`config.mk`:
```
export PLATFORM = sky130hd
export DESIGN_NAME = polygon_clip_rect_pipeline_flat
export DESIGN_NICKNAME = d
export VERILOG_FILES = /design/src/rtl/core/pcr_pkg.sv /design/src/rtl/core/pcr_if.sv /design/src/rtl/core/polygon_clip_rect_pipeline.sv /design/src/rtl/core/pcr_divider.sv /design/src/rtl/core/pcr_datapath.sv /design/src/rtl/core/pcr_ctrl.sv /design/src/flat_wrapper.sv
export VERILOG_INCLUDE_DIRS = /design/src /design/src/rtl/core
export SDC_FILE = /design/constraint.sdc
export NUM_CORES = 2
export LEC_CHECK = 0
export BUFFER_PORTS_ARGS = -buffer_cell sky130_fd_sc_hd__buf_2
export CORE_MARGIN = 5
export CORE_UTILIZATION = 50
export CTS_CLUSTER_DIAMETER = 100
export DETAILED_ROUTE_END_ITERATION = 10
export PLACE_DENSITY = 0.76
export SYNTH_ARGS = -nofsm -noshare
export SYNTH_HDL_FRONTEND = slang
export SYNTH_SLANG_ARGS = --single-unit
```
`constraint.sdc`:
```
create_clock -name clock -period 11.2 [get_ports clock]
set_input_delay 0.56 -clock clock [delete_from_list [all_inputs] [get_ports clock]]
set_output_delay 0.56 -clock clock [all_outputs]
set_load 0.02 [all_outputs]
```
`src/rtl/core/polygon_clip_rect_pipeline_defines.svh`:
```
// Assertion macros used by the polygon clipper datapath.
`ifndef POLYGON_CLIP_RECT_PIPELINE_DEFINES_SVH
`define POLYGON_CLIP_RECT_PIPELINE_DEFINES_SVH

// Same-cycle implication, sampled on clock, off during reset.
`define PCR_ASSERT_IMP(name, ante, cons, msg) \
   name: assert property (@(posedge clock) disable iff (reset) (ante) |-> (cons)) \
      else $error(msg);

// Next-cycle implication, sampled on clock, off during reset.
`define PCR_ASSERT_NEXT(name, ante, cons, msg) \
   name: assert property (@(posedge clock) disable iff (reset) (ante) |=> (cons)) \
      else $error(msg);

`endif

```
`src/rtl/core/pcr_pkg.sv`:
```
// Package for the polygon clipper: types, codes and helper functions.
package pcr_pkg;

   localparam int COORD_BITS    = 16;
   localparam int NUM_STAGES    = 4;
   localparam int DIFF_BITS     = COORD_BITS + 1;
   localparam int PROD_BITS     = 2 * DIFF_BITS;
   localparam int CSR_ADDR_BITS = 4;
   localparam int CSR_DATA_BITS = 32;

   typedef logic signed [COORD_BITS-1:0] coord_type;
   typedef logic signed [DIFF_BITS-1:0]  diff_type;
   typedef logic        [DIFF_BITS-1:0]  mag_type;
   typedef logic signed [DIFF_BITS:0]    sum_type;
   typedef logic        [1:0]            stage_type;

   typedef struct packed {
      coord_type x;
      coord_type y;
   } point_type;

   typedef struct packed {
      coord_type x_min;
      coord_type x_max;
      coord_type y_min;
      coord_type y_max;
   } window_type;

   // Clip stages in cascade order
   localparam stage_type STAGE_LEFT   = 2'd0;
   localparam stage_type STAGE_RIGHT  = 2'd1;
   localparam stage_type STAGE_BOTTOM = 2'd2;
   localparam stage_type STAGE_TOP    = 2'd3;

   // Input word commands
   localparam logic CMD_VERTEX = 1'b0;
   localparam logic CMD_CLOSE  = 1'b1;

   // Register indexes
   localparam logic [1:0] REG_X_MIN = 2'd0;
   localparam logic [1:0] REG_X_MAX = 2'd1;
   localparam logic [1:0] REG_Y_MIN = 2'd2;
   localparam logic [1:0] REG_Y_MAX = 2'd3;

   // Datapath commands from the controller
   typedef enum logic [2:0] {
      DP_NOP,
      DP_LOAD,
      DP_FEED,
      DP_CLOSE,
      DP_POP,
      DP_FINISH
   } dp_op_type;

   typedef struct packed {
      dp_op_type op;
      stage_type stage;
      logic      closing;
   } dp_cmd_type;

   typedef struct packed {
      logic cross_start;
      logic div_done;
      logic pend_any;
      logic pend_emit;
      logic out_blocked;
   } dp_status_type;

   localparam sum_type SAT_HI = sum_type'(2**(COORD_BITS-1) - 1);
   localparam sum_type SAT_LO = -SAT_HI - sum_type'(1);

   // Inside test of one clip boundary
   function automatic logic is_in(stage_type stage, point_type p, window_type w);
      logic r;
      case (stage)
         STAGE_LEFT:   r = $signed(p.x) >= $signed(w.x_min);
         STAGE_RIGHT:  r = $signed(p.x) <= $signed(w.x_max);
         STAGE_BOTTOM: r = $signed(p.y) <= $signed(w.y_max);
         default:      r = $signed(p.y) >= $signed(w.y_min);
      endcase
      return r;
   endfunction

   function automatic mag_type abs_mag(diff_type v);
      mag_type r;
      r = v[DIFF_BITS-1] ? mag_type'(-v) : mag_type'(v);
      return r;
   endfunction

   function automatic coord_type sat_coord(sum_type v);
      coord_type r;
      if (v > SAT_HI) r = coord_type'(SAT_HI);
      else if (v < SAT_LO) r = coord_type'(SAT_LO);
      else r = coord_type'(v);
      return r;
   endfunction

endpackage

```
`src/rtl/core/pcr_if.sv`:
```
// Valid/ready channel interfaces for the clipper input and result words.
interface pcr_req_if import pcr_pkg::*; ();
   logic      valid;
   logic      ready;
   logic      cmd;
   coord_type vertex_x;
   coord_type vertex_y;
   modport source (output valid, cmd, vertex_x, vertex_y, input ready);
   modport sink (input valid, cmd, vertex_x, vertex_y, output ready);
endinterface

interface pcr_rsp_if import pcr_pkg::*; ();
   logic      valid;
   logic      ready;
   coord_type out_x;
   coord_type out_y;
   logic      out_last;
   modport source (output valid, out_x, out_y, out_last, input ready);
   modport sink (input valid, out_x, out_y, out_last, output ready);
endinterface

```
`src/rtl/core/polygon_clip_rect_pipeline.sv`:
```
// Rectangular-window polygon clipper top level: register port, controller and datapath.
//
// Vertex words of one polygon pass through left, right, bottom and top clip stages;
// a close word runs each stage's closing edge and clears the stages. One word is in
// work at a time: a vertex takes a feed, then a drain, per stage pass, between the
// accept and the finish, and each boundary crossing holds the controller in the
// shared multiply and bit-serial divide unit; the crossing point is then drained,
// and fed and drained through each later stage. A close word takes a close and a
// drain per stage plus its crossings. The last result of a word is marked out_last;
// one result is held back until the next one or the end of the word is known. Window
// registers sit at byte addresses 0, 4, 8 and 12 (x_min, x_max, y_min, y_max) and
// read back sign-extended.
module polygon_clip_rect_pipeline import pcr_pkg::*; (
   input  logic                     clock,
   input  logic                     reset,
   pcr_req_if.sink                  req_if,
   pcr_rsp_if.source                rsp_if,
   input  logic                     csr_psel,
   input  logic                     csr_penable,
   input  logic                     csr_pwrite,
   input  logic [CSR_ADDR_BITS-1:0] csr_paddr,
   input  logic [CSR_DATA_BITS-1:0] csr_pwdata,
   output logic [CSR_DATA_BITS-1:0] csr_prdata,
   output logic                     csr_pready
);

   window_type    win_ff;
   dp_cmd_type    dp_cmd;
   dp_status_type status;
   point_type     in_point;
   coord_type     wdata;
   logic [1:0]    reg_idx;

   assign reg_idx = csr_paddr[3:2];
   assign wdata   = csr_pwdata[COORD_BITS-1:0];

   // Write window registers
   always_ff @(posedge clock) begin
      if (reset) begin
         win_ff.x_min <= coord_type'(0);
         win_ff.x_max <= coord_type'(1023);
         win_ff.y_min <= coord_type'(0);
         win_ff.y_max <= coord_type'(767);
      end else if (csr_psel && csr_penable && csr_pwrite) begin
         unique case (reg_idx)
            REG_X_MIN: win_ff.x_min <= wdata;
            REG_X_MAX: win_ff.x_max <= wdata;
            REG_Y_MIN: win_ff.y_min <= wdata;
            REG_Y_MAX: win_ff.y_max <= wdata;
            default: ;
         endcase
      end
   end

   // Read back sign-extended
   always_comb begin
      unique case (reg_idx)
         REG_X_MIN: csr_prdata = CSR_DATA_BITS'(win_ff.x_min);
         REG_X_MAX: csr_prdata = CSR_DATA_BITS'(win_ff.x_max);
         REG_Y_MIN: csr_prdata = CSR_DATA_BITS'(win_ff.y_min);
         REG_Y_MAX: csr_prdata = CSR_DATA_BITS'(win_ff.y_max);
         default:   csr_prdata = '0;
      endcase
   end

   assign csr_pready = 1'b1;
   assign in_point.x = req_if.vertex_x;
   assign in_point.y = req_if.vertex_y;

   pcr_ctrl u_ctrl (
      .clock     (clock),
      .reset     (reset),
      .req_valid (req_if.valid),
      .req_cmd   (req_if.cmd),
      .req_ready (req_if.ready),
      .status    (status),
      .dp_cmd    (dp_cmd)
   );

   pcr_datapath u_dp (
      .clock    (clock),
      .reset    (reset),
      .win      (win_ff),
      .cmd      (dp_cmd),
      .in_point (in_point),
      .status   (status),
      .rsp_if   (rsp_if)
   );

endmodule

```
`src/rtl/core/pcr_divider.sv`:
```
// Crossing unit: one registered multiply, then restoring division one bit a cycle.
module pcr_divider import pcr_pkg::*; (
   input  logic    clock,
   input  logic    reset,
   input  logic    start,
   input  mag_type a_mag,
   input  mag_type b_mag,
   input  mag_type d_mag,
   output logic    busy,
   output logic    done,
   output mag_type quotient
);

   localparam int CNT_BITS = $clog2(PROD_BITS + 1);

   logic                 busy_ff, done_ff;
   logic [CNT_BITS-1:0]  cnt_ff;
   logic [PROD_BITS-1:0] prod_ff, prod_in;
   mag_type              rem_ff, rem_in;
   mag_type              d_ff;
   logic [DIFF_BITS:0]   rem_sh;
   logic                 fits;

   // One restoring step
   always_comb begin
      rem_sh  = {rem_ff, prod_ff[PROD_BITS-1]};
      fits    = rem_sh >= {1'b0, d_ff};
      rem_in  = fits ? mag_type'(rem_sh - {1'b0, d_ff}) : mag_type'(rem_sh);
      prod_in = {prod_ff[PROD_BITS-2:0], fits};
   end

   // Sequence the iterations
   always_ff @(posedge clock) begin
      if (reset) begin
         busy_ff <= 1'b0;
         done_ff <= 1'b0;
         cnt_ff  <= '0;
      end else begin
         done_ff <= 1'b0;
         if (start) begin
            busy_ff <= 1'b1;
            cnt_ff  <= CNT_BITS'(PROD_BITS);
         end else if (busy_ff) begin
            cnt_ff <= cnt_ff - CNT_BITS'(1);
            if (cnt_ff == CNT_BITS'(1)) begin
               busy_ff <= 1'b0;
               done_ff <= 1'b1;
            end
         end
      end
   end

   // Product, then shift quotient bits into it
   always_ff @(posedge clock) begin
      if (start) begin
         prod_ff <= PROD_BITS'(a_mag) * PROD_BITS'(b_mag);
         rem_ff  <= '0;
         d_ff    <= d_mag;
      end else if (busy_ff) begin
         prod_ff <= prod_in;
         rem_ff  <= rem_in;
      end
   end

   assign busy     = busy_ff;
   assign done     = done_ff;
   assign quotient = prod_ff[DIFF_BITS-1:0];

endmodule

```
`src/rtl/core/pcr_datapath.sv`:
```
// Clipper datapath: stage registers, pending words, crossing setup and output staging.
`include "polygon_clip_rect_pipeline_defines.svh"
module pcr_datapath import pcr_pkg::*; (
   input  logic          clock,
   input  logic          reset,
   input  window_type    win,
   input  dp_cmd_type    cmd,
   input  point_type     in_point,
   output dp_status_type status,
   pcr_rsp_if.source     rsp_if
);

   logic [NUM_STAGES-1:0] seen_ff, pc_v_ff, pv_v_ff;
   point_type             first_ff [NUM_STAGES];
   point_type             prev_ff  [NUM_STAGES];
   point_type             pc_ff    [NUM_STAGES];
   point_type             pv_ff    [NUM_STAGES];
   point_type             feed_ff, hold_ff, out_ff;
   stage_type             fstage_ff, xstage_ff;
   logic                  hold_v_ff, out_v_ff, out_last_ff;
   logic                  horiz_ff, neg_ff;
   coord_type             bound_ff, base_ff;

   stage_type sel_s, top;
   point_type old_prev, old_first, p1, p2, pop_pt, cross_pt;
   logic      feed_in, prev_in, first_in, cross_start, pend_any;
   logic      horiz, neg, emit_now;
   coord_type bound, a1, a2, o1, o2, res;
   diff_type  num, dy, den;
   sum_type   sum;
   logic      div_busy, div_done;
   mag_type   quot;

   // Evaluate the selected stage
   always_comb begin
      sel_s     = (cmd.op == DP_CLOSE) ? cmd.stage : fstage_ff;
      old_prev  = prev_ff[sel_s];
      old_first = first_ff[sel_s];
      feed_in   = is_in(sel_s, feed_ff, win);
      prev_in   = is_in(sel_s, old_prev, win);
      first_in  = is_in(sel_s, old_first, win);
      cross_start = ((cmd.op == DP_FEED) && seen_ff[sel_s] && (feed_in != prev_in)) ||
                    ((cmd.op == DP_CLOSE) && seen_ff[sel_s] && (prev_in != first_in));
      p1 = (cmd.op == DP_CLOSE) ? old_prev : feed_ff;
      p2 = (cmd.op == DP_CLOSE) ? old_first : old_prev;
   end

   // Set up the crossing against the stage boundary
   always_comb begin
      horiz = sel_s[1];
      if (horiz) bound = (sel_s == STAGE_BOTTOM) ? win.y_max : win.y_min;
      else       bound = (sel_s == STAGE_LEFT) ? win.x_min : win.x_max;
      a1  = horiz ? p1.y : p1.x;
      a2  = horiz ? p2.y : p2.x;
      o1  = horiz ? p1.x : p1.y;
      o2  = horiz ? p2.x : p2.y;
      num = diff_type'(bound) - diff_type'(a2);
      dy  = diff_type'(o1) - diff_type'(o2);
      den = diff_type'(a1) - diff_type'(a2);
      neg = num[DIFF_BITS-1] ^ dy[DIFF_BITS-1] ^ den[DIFF_BITS-1];
   end

   pcr_divider u_div (
      .clock    (clock),
      .reset    (reset),
      .start    (cross_start),
      .a_mag    (abs_mag(num)),
      .b_mag    (abs_mag(dy)),
      .d_mag    (abs_mag(den)),
      .busy     (div_busy),
      .done     (div_done),
      .quotient (quot)
   );

   // Finish the crossing point
   always_comb begin
      sum = neg_ff ? sum_type'(base_ff) - sum_type'({1'b0, quot})
                   : sum_type'(base_ff) + sum_type'({1'b0, quot});
      res = sat_coord(sum);
      cross_pt.x = horiz_ff ? res : bound_ff;
      cross_pt.y = horiz_ff ? bound_ff : res;
   end

   // Pick the deepest stage with pending work
   always_comb begin
      top = STAGE_LEFT;
      for (int i = 0; i < NUM_STAGES; i++) begin
         if (pc_v_ff[i] || pv_v_ff[i]) top = stage_type'(i);
      end
      pend_any = |(pc_v_ff | pv_v_ff);
      pop_pt   = pc_v_ff[top] ? pc_ff[top] : pv_ff[top];
   end

   // Move a held word into the result register
   assign emit_now = hold_v_ff && (((cmd.op == DP_POP) && (top == STAGE_TOP)) ||
                                   (cmd.op == DP_FINISH));

   // Control state
   always_ff @(posedge clock) begin
      if (reset) begin
         seen_ff   <= '0;
         pc_v_ff   <= '0;
         pv_v_ff   <= '0;
         hold_v_ff <= 1'b0;
         out_v_ff  <= 1'b0;
      end else begin
         if (emit_now) out_v_ff <= 1'b1;
         else if (rsp_if.valid && rsp_if.ready) out_v_ff <= 1'b0;
         case (cmd.op)
            DP_FEED: begin
               seen_ff[sel_s] <= 1'b1;
               pv_v_ff[sel_s] <= feed_in;
            end
            DP_POP: begin
               if (pc_v_ff[top]) pc_v_ff[top] <= 1'b0;
               else pv_v_ff[top] <= 1'b0;
               if (top == STAGE_TOP) hold_v_ff <= 1'b1;
            end
            DP_FINISH: begin
               if (hold_v_ff) hold_v_ff <= 1'b0;
               if (cmd.closing) seen_ff <= '0;
            end
            default: ;
         endcase
         if (div_done) pc_v_ff[xstage_ff] <= 1'b1;
      end
   end

   // Payload
   always_ff @(posedge clock) begin
      case (cmd.op)
         DP_LOAD: begin
            feed_ff   <= in_point;
            fstage_ff <= STAGE_LEFT;
         end
         DP_FEED: begin
            if (!seen_ff[sel_s]) first_ff[sel_s] <= feed_ff;
            prev_ff[sel_s] <= feed_ff;
            pv_ff[sel_s]   <= feed_ff;
         end
         DP_POP: begin
            if (top == STAGE_TOP) begin
               if (hold_v_ff) begin
                  out_ff      <= hold_ff;
                  out_last_ff <= 1'b0;
               end
               hold_ff <= pop_pt;
            end else begin
               feed_ff   <= pop_pt;
               fstage_ff <= top + stage_type'(1);
            end
         end
         DP_FINISH: begin
            if (hold_v_ff) begin
               out_ff      <= hold_ff;
               out_last_ff <= 1'b1;
            end
         end
         default: ;
      endcase
      if (cross_start) begin
         xstage_ff <= sel_s;
         horiz_ff  <= horiz;
         bound_ff  <= bound;
         base_ff   <= o2;
         neg_ff    <= neg;
      end
      if (div_done) pc_ff[xstage_ff] <= cross_pt;
   end

   assign status.cross_start = cross_start;
   assign status.div_done    = div_done;
   assign status.pend_any    = pend_any;
   assign status.pend_emit   = pend_any && (top == STAGE_TOP);
   assign status.out_blocked = hold_v_ff && out_v_ff;

   assign rsp_if.valid    = out_v_ff;
   assign rsp_if.out_x    = out_ff.x;
   assign rsp_if.out_y    = out_ff.y;
   assign rsp_if.out_last = out_last_ff;

   `PCR_ASSERT_IMP(a_emit_no_overwrite, (cmd.op == DP_POP) && (top == STAGE_TOP) && hold_v_ff, !out_v_ff, "emit would overwrite a waiting result")
   `PCR_ASSERT_IMP(a_div_free_at_start, cross_start, !div_busy, "crossing started while divider busy")
   `PCR_ASSERT_IMP(a_pop_has_work, cmd.op == DP_POP, pend_any, "pop with no pending vertex")
   `PCR_ASSERT_NEXT(a_done_leaves_work, div_done, pend_any, "crossing result not queued")

endmodule

```
`src/rtl/core/pcr_ctrl.sv`:
```
// Clipper controller: sequences feed, crossing, drain, close and finish steps.
module pcr_ctrl import pcr_pkg::*; (
   input  logic          clock,
   input  logic          reset,
   input  logic          req_valid,
   input  logic          req_cmd,
   output logic          req_ready,
   input  dp_status_type status,
   output dp_cmd_type    dp_cmd
);

   typedef enum logic [2:0] {
      ST_IDLE,
      ST_FEED,
      ST_DIV,
      ST_DRAIN,
      ST_CLOSE,
      ST_FINISH
   } state_type;

   state_type  state_ff, state_in;
   logic       closing_ff, closing_in;
   logic [2:0] cidx_ff, cidx_in;

   // Next state and datapath command
   always_comb begin
      state_in       = state_ff;
      closing_in     = closing_ff;
      cidx_in        = cidx_ff;
      dp_cmd.op      = DP_NOP;
      dp_cmd.stage   = cidx_ff[1:0];
      dp_cmd.closing = closing_ff;
      req_ready      = 1'b0;
      unique case (state_ff)
         ST_IDLE: begin
            req_ready = 1'b1;
            if (req_valid) begin
               if (req_cmd == CMD_VERTEX) begin
                  dp_cmd.op  = DP_LOAD;
                  closing_in = 1'b0;
                  state_in   = ST_FEED;
               end else begin
                  closing_in = 1'b1;
                  cidx_in    = '0;
                  state_in   = ST_CLOSE;
               end
            end
         end
         ST_FEED: begin
            dp_cmd.op = DP_FEED;
            state_in  = status.cross_start ? ST_DIV : ST_DRAIN;
         end
         ST_DIV: begin
            if (status.div_done) state_in = ST_DRAIN;
         end
         ST_DRAIN: begin
            if (status.pend_any) begin
               if (!(status.pend_emit && status.out_blocked)) begin
                  dp_cmd.op = DP_POP;
                  if (!status.pend_emit) state_in = ST_FEED;
               end
            end else if (closing_ff && !cidx_ff[2]) begin
               state_in = ST_CLOSE;
            end else begin
               state_in = ST_FINISH;
            end
         end
         ST_CLOSE: begin
            dp_cmd.op = DP_CLOSE;
            cidx_in   = cidx_ff + 3'd1;
            state_in  = status.cross_start ? ST_DIV : ST_DRAIN;
         end
         ST_FINISH: begin
            if (!status.out_blocked) begin
               dp_cmd.op = DP_FINISH;
               state_in  = ST_IDLE;
            end
         end
         default: state_in = ST_IDLE;
      endcase
   end

   // Hold state
   always_ff @(posedge clock) begin
      if (reset) begin
         state_ff   <= ST_IDLE;
         closing_ff <= 1'b0;
         cidx_ff    <= '0;
      end else begin
         state_ff   <= state_in;
         closing_ff <= closing_in;
         cidx_ff    <= cidx_in;
      end
   end

endmodule

```
`src/flat_wrapper.sv`:
```
// flat-port wrapper written by rule: the top's interface ports become plain ports
module polygon_clip_rect_pipeline_flat import pcr_pkg::*;
  (clock, reset, csr_psel, csr_penable, csr_pwrite, csr_paddr, csr_pwdata, csr_prdata, csr_pready, req_if_valid, req_if_cmd, req_if_vertex_x, req_if_vertex_y, req_if_ready, rsp_if_valid, rsp_if_out_x, rsp_if_out_y, rsp_if_out_last, rsp_if_ready);
  pcr_req_if req_if_i ();
  pcr_rsp_if rsp_if_i ();
  input  logic clock;
  input  logic reset;
  input  logic csr_psel;
  input  logic csr_penable;
  input  logic csr_pwrite;
  input  logic [CSR_ADDR_BITS-1:0] csr_paddr;
  input  logic [CSR_DATA_BITS-1:0] csr_pwdata;
  output logic [CSR_DATA_BITS-1:0] csr_prdata;
  output logic csr_pready;
  input wire logic [$bits(req_if_i.valid)-1:0] req_if_valid;
  input wire logic [$bits(req_if_i.cmd)-1:0] req_if_cmd;
  input wire logic [$bits(req_if_i.vertex_x)-1:0] req_if_vertex_x;
  input wire logic [$bits(req_if_i.vertex_y)-1:0] req_if_vertex_y;
  output wire logic [$bits(req_if_i.ready)-1:0] req_if_ready;
  output wire logic [$bits(rsp_if_i.valid)-1:0] rsp_if_valid;
  output wire logic [$bits(rsp_if_i.out_x)-1:0] rsp_if_out_x;
  output wire logic [$bits(rsp_if_i.out_y)-1:0] rsp_if_out_y;
  output wire logic [$bits(rsp_if_i.out_last)-1:0] rsp_if_out_last;
  input wire logic [$bits(rsp_if_i.ready)-1:0] rsp_if_ready;
  assign req_if_i.valid = req_if_valid;
  assign req_if_i.cmd = req_if_cmd;
  assign req_if_i.vertex_x = req_if_vertex_x;
  assign req_if_i.vertex_y = req_if_vertex_y;
  assign req_if_ready = req_if_i.ready;
  assign rsp_if_valid = rsp_if_i.valid;
  assign rsp_if_out_x = rsp_if_i.out_x;
  assign rsp_if_out_y = rsp_if_i.out_y;
  assign rsp_if_out_last = rsp_if_i.out_last;
  assign rsp_if_i.ready = rsp_if_ready;
  polygon_clip_rect_pipeline u_core (.clock(clock), .reset(reset), .req_if(req_if_i), .rsp_if(rsp_if_i), .csr_psel(csr_psel), .csr_penable(csr_penable), .csr_pwrite(csr_pwrite), .csr_paddr(csr_paddr), .csr_pwdata(csr_pwdata), .csr_prdata(csr_prdata), .csr_pready(csr_pready));
endmodule
```
==> qor.yml <==
endpoint_kind: "register"
rsz0062_at_grt: "yes"
drtIter0Drc: 4634
wl_per_cell_um: 24.95
ctsHoldBuffers: 0
firstDrtPassIters: 8
cpPeakStageDelay_ns: 0.58
nets: 5505
crit_arrival_ns: 11.35
ff2ff_path_depth: 39
grt.overflow.total: 0
synth.net_count: 5152
fin_cells: 6151
clk_path_buf_depth: 3
place_area_um2: 52000
vias_per_cell: 6.148
areaGrowthSynthToFinish_pct: 15.65
synthCells: 4458
vias: 37815
setup_viol: 0
clock-root-buffer: "clkbuf_16"
htree_levels: 3
relSlewSlack: 0.2105
clk_latency_ns: 0.65
critPathLaunch: "u_core.u_ctrl.state_ff[1]"
final_cell_mix: "edfxtp_1 (569), nand2_1 (482), inv_1 (423)"
antenna_found_initial: 5
slowest_stage: "mux4_2"
synth_ff_type: "edfxtp_1"
die_area_um2: 102900
cp.required_ns: 11.58
synth.avg_cell_area_um2: 10.84
fp.dieW_um: 320.8
ys_seq_area_frac: 0.3993
placedCellCount: 5931
dieHeight_um: 320.8
drc: 0
r2r-start: "u_core.u_ctrl.state_ff[1]"
drive_gt1_frac: 0.1906
synth_top_area_share: 0.3537
rows: 114
first_global_vias: 36156
path_class: "reg2reg"
min_path_type: "in2reg"
dp_hpwl_mm: 115.0
holdPathStages: 3
start_kind: "register"
synth_area_leaders: "edfxtp_1 (35%), ha_1 (10%), fa_1 (9.5%)"
period_needed_ns: 10.97
ys_warn_count: 0
synth_seq_cells: 679
postLayoutCoreUtil: 0.5803
yosysTopAreaCell: "edfxtp_1"
path_common_cell: "fa_1"
status: "completed"
routed_wl_mm: 153.4
grt_first_pass_wirelength_mm: 225.7
ant_nets: 0
fin_crit_sh: 0.9794
cts_tree: "yes"
initial_core_util: 0.5018
cp_max_fo: 13
final_common_cell: "edfxtp_1"
synth_area_um2: 48310
hp-start: "csr_pwdata[7]"
synth_cell_types: 105
grt_usage: 0.2875
slew_violations: 0
ios: 144
timing.fmax_mhz: 91.16
clk_pin_slew_ns: 0.06
drv_cap: 0
gp_congestion: 1.011
fin_area_um2: 55870
clock-sinks: 679
grt_start_max_net_pins: 83
cts_made_buffers: 73
synthArstFlopShare: 0
core_area_um2: 96280
finClkSkew_ns: 0.02432
synth_edf_count: 569
port_buffers: 124
tightest_slew_ns: 1.172
hold_viol_final: 0
-- stage by stage --
step,setup TNS (ns),setup WS [ns],hold WS (ns)
2_1_floorplan,0,0.02037,0.4003
3_3_place_gp,0,0.05007,0.4030
3_5_place_dp,-0.03974,-0.03974,0.4052
4_1_cts,0,0.01238,0.1597
5_1_grt,-0.3576,-0.1200,0.1879
6_report,0,0.2305,0.1984
-- cells by family after synthesis --
family | synth area share
fa+ha+maj | 0.1956
compound gates | 0.1218
buf+inv | 0.05242
xor+xnor | 0.02901
simple gates | 0.1198
other cells | 0.00007762
mux | 0.08202
flops | 0.3993
-- registers in the layout (all words and copies together) (netlist names), 2 cells and up --
| register | count |
|---|---|
| u_core.u_dp.rsp_if.out_y | 16 |
| u_core.u_ctrl.cidx_ff | 3 |
| u_core.u_ctrl.state_ff | 3 |
| u_core.u_dp.u_div.cnt_ff | 6 |
| u_core.u_dp.base_ff | 16 |
| u_core.u_dp.bound_ff | 16 |
| u_core.u_dp.xstage_ff | 2 |
| u_core.u_dp.fstage_ff | 2 |
| u_core.u_dp.prev_ff | 128 |
| u_core.u_dp.u_div.rem_ff | 17 |
| u_core.u_dp.feed_ff | 32 |
| u_core.u_dp.u_div.prod_ff | 34 |
| u_core.win_ff | 64 |
| u_core.u_dp.hold_ff | 32 |
| u_core.u_dp.u_div.d_ff | 17 |
| u_core.u_dp.seen_ff | 4 |
| u_core.u_dp.pc_ff | 128 |
| u_core.u_dp.rsp_if.out_x | 16 |
| u_core.u_dp.first_ff | 128 |
| u_core.u_dp.pc_v_ff | 4 |
| u_core.u_dp.pv_v_ff | 4 |
-- worst paths after layout --
path,endpoint,slack (ns)
max,u_core.u_dp.u_div.prod_ff[33],0.23
max reg2reg,u_core.u_dp.u_div.prod_ff[33],0.23
min reg2reg,u_core.u_dp.rsp_if.out_x[2],0.42
min,u_core.win_ff[55],0.20
-- critical path, delay by kind of cell (launching register included) --
| family | cells | cell delay [ns] |
|---|---|---|
| AOI/OAI and AO/OA | 9 | 2.21 |
| xor gates and xnor gates | 2 | 0.39 |
| adders and majority gates | 9 | 4.00 |
| buffers and inverters | 7 | 0.81 |
| and+or+nand+nor | 7 | 1.33 |
| DFF | 1 | 0.33 |
| muxes | 5 | 1.63 |
-- cell usage after synthesis, drive strengths merged (64+ instances only) --
library cell and instances:
edfxtp 569, nand2 493, inv 431, ha 389
a21oi 265, nor2 233, fa 229, clkbuf 135
o21ai 135, xnor2 111, dfxtp 110, mux4 100
mux2i 94, nor2b 85, a22oi 74, buf 74
and2 70, mux2 68, nor3 66, a211oi 64
-- layer usage --
layer,global-route usage,vias up,wire length [um],part of all wire
met5,0,-,13,0.000085
met4,0.1586,2,10920,0.071
met3,0.05946,504,16060,0.10
met2,0.4483,2269,68380,0.45
met1,0.3790,18296,58070,0.38
li1,-,16744,-,-
-- layout make-up --
cell class              instances  area [um^2]
repair inverters                1        5.005
repair buffers                486         3681
inverters                     431         1625
well taps                    1276         1597
fillers                      7603        40410
multi-input cells            3139        27210
flip-flops and latches        679        19290
clock inverters                40        449.2
diodes                          5        12.51
clock buffers                  94         1999
-- timing repair --
item | 4_1_cts | 5_1_grt
setup endpoints to repair | 1 | 15
pin swaps | 0 | 70
cloned | 0 | 6
setup buffers | 0 | 75
resized for setup | 7 | 151
Power is not shown: default switching activity piles up to over one toggle a cycle in this logic, so the estimate is an artifact.
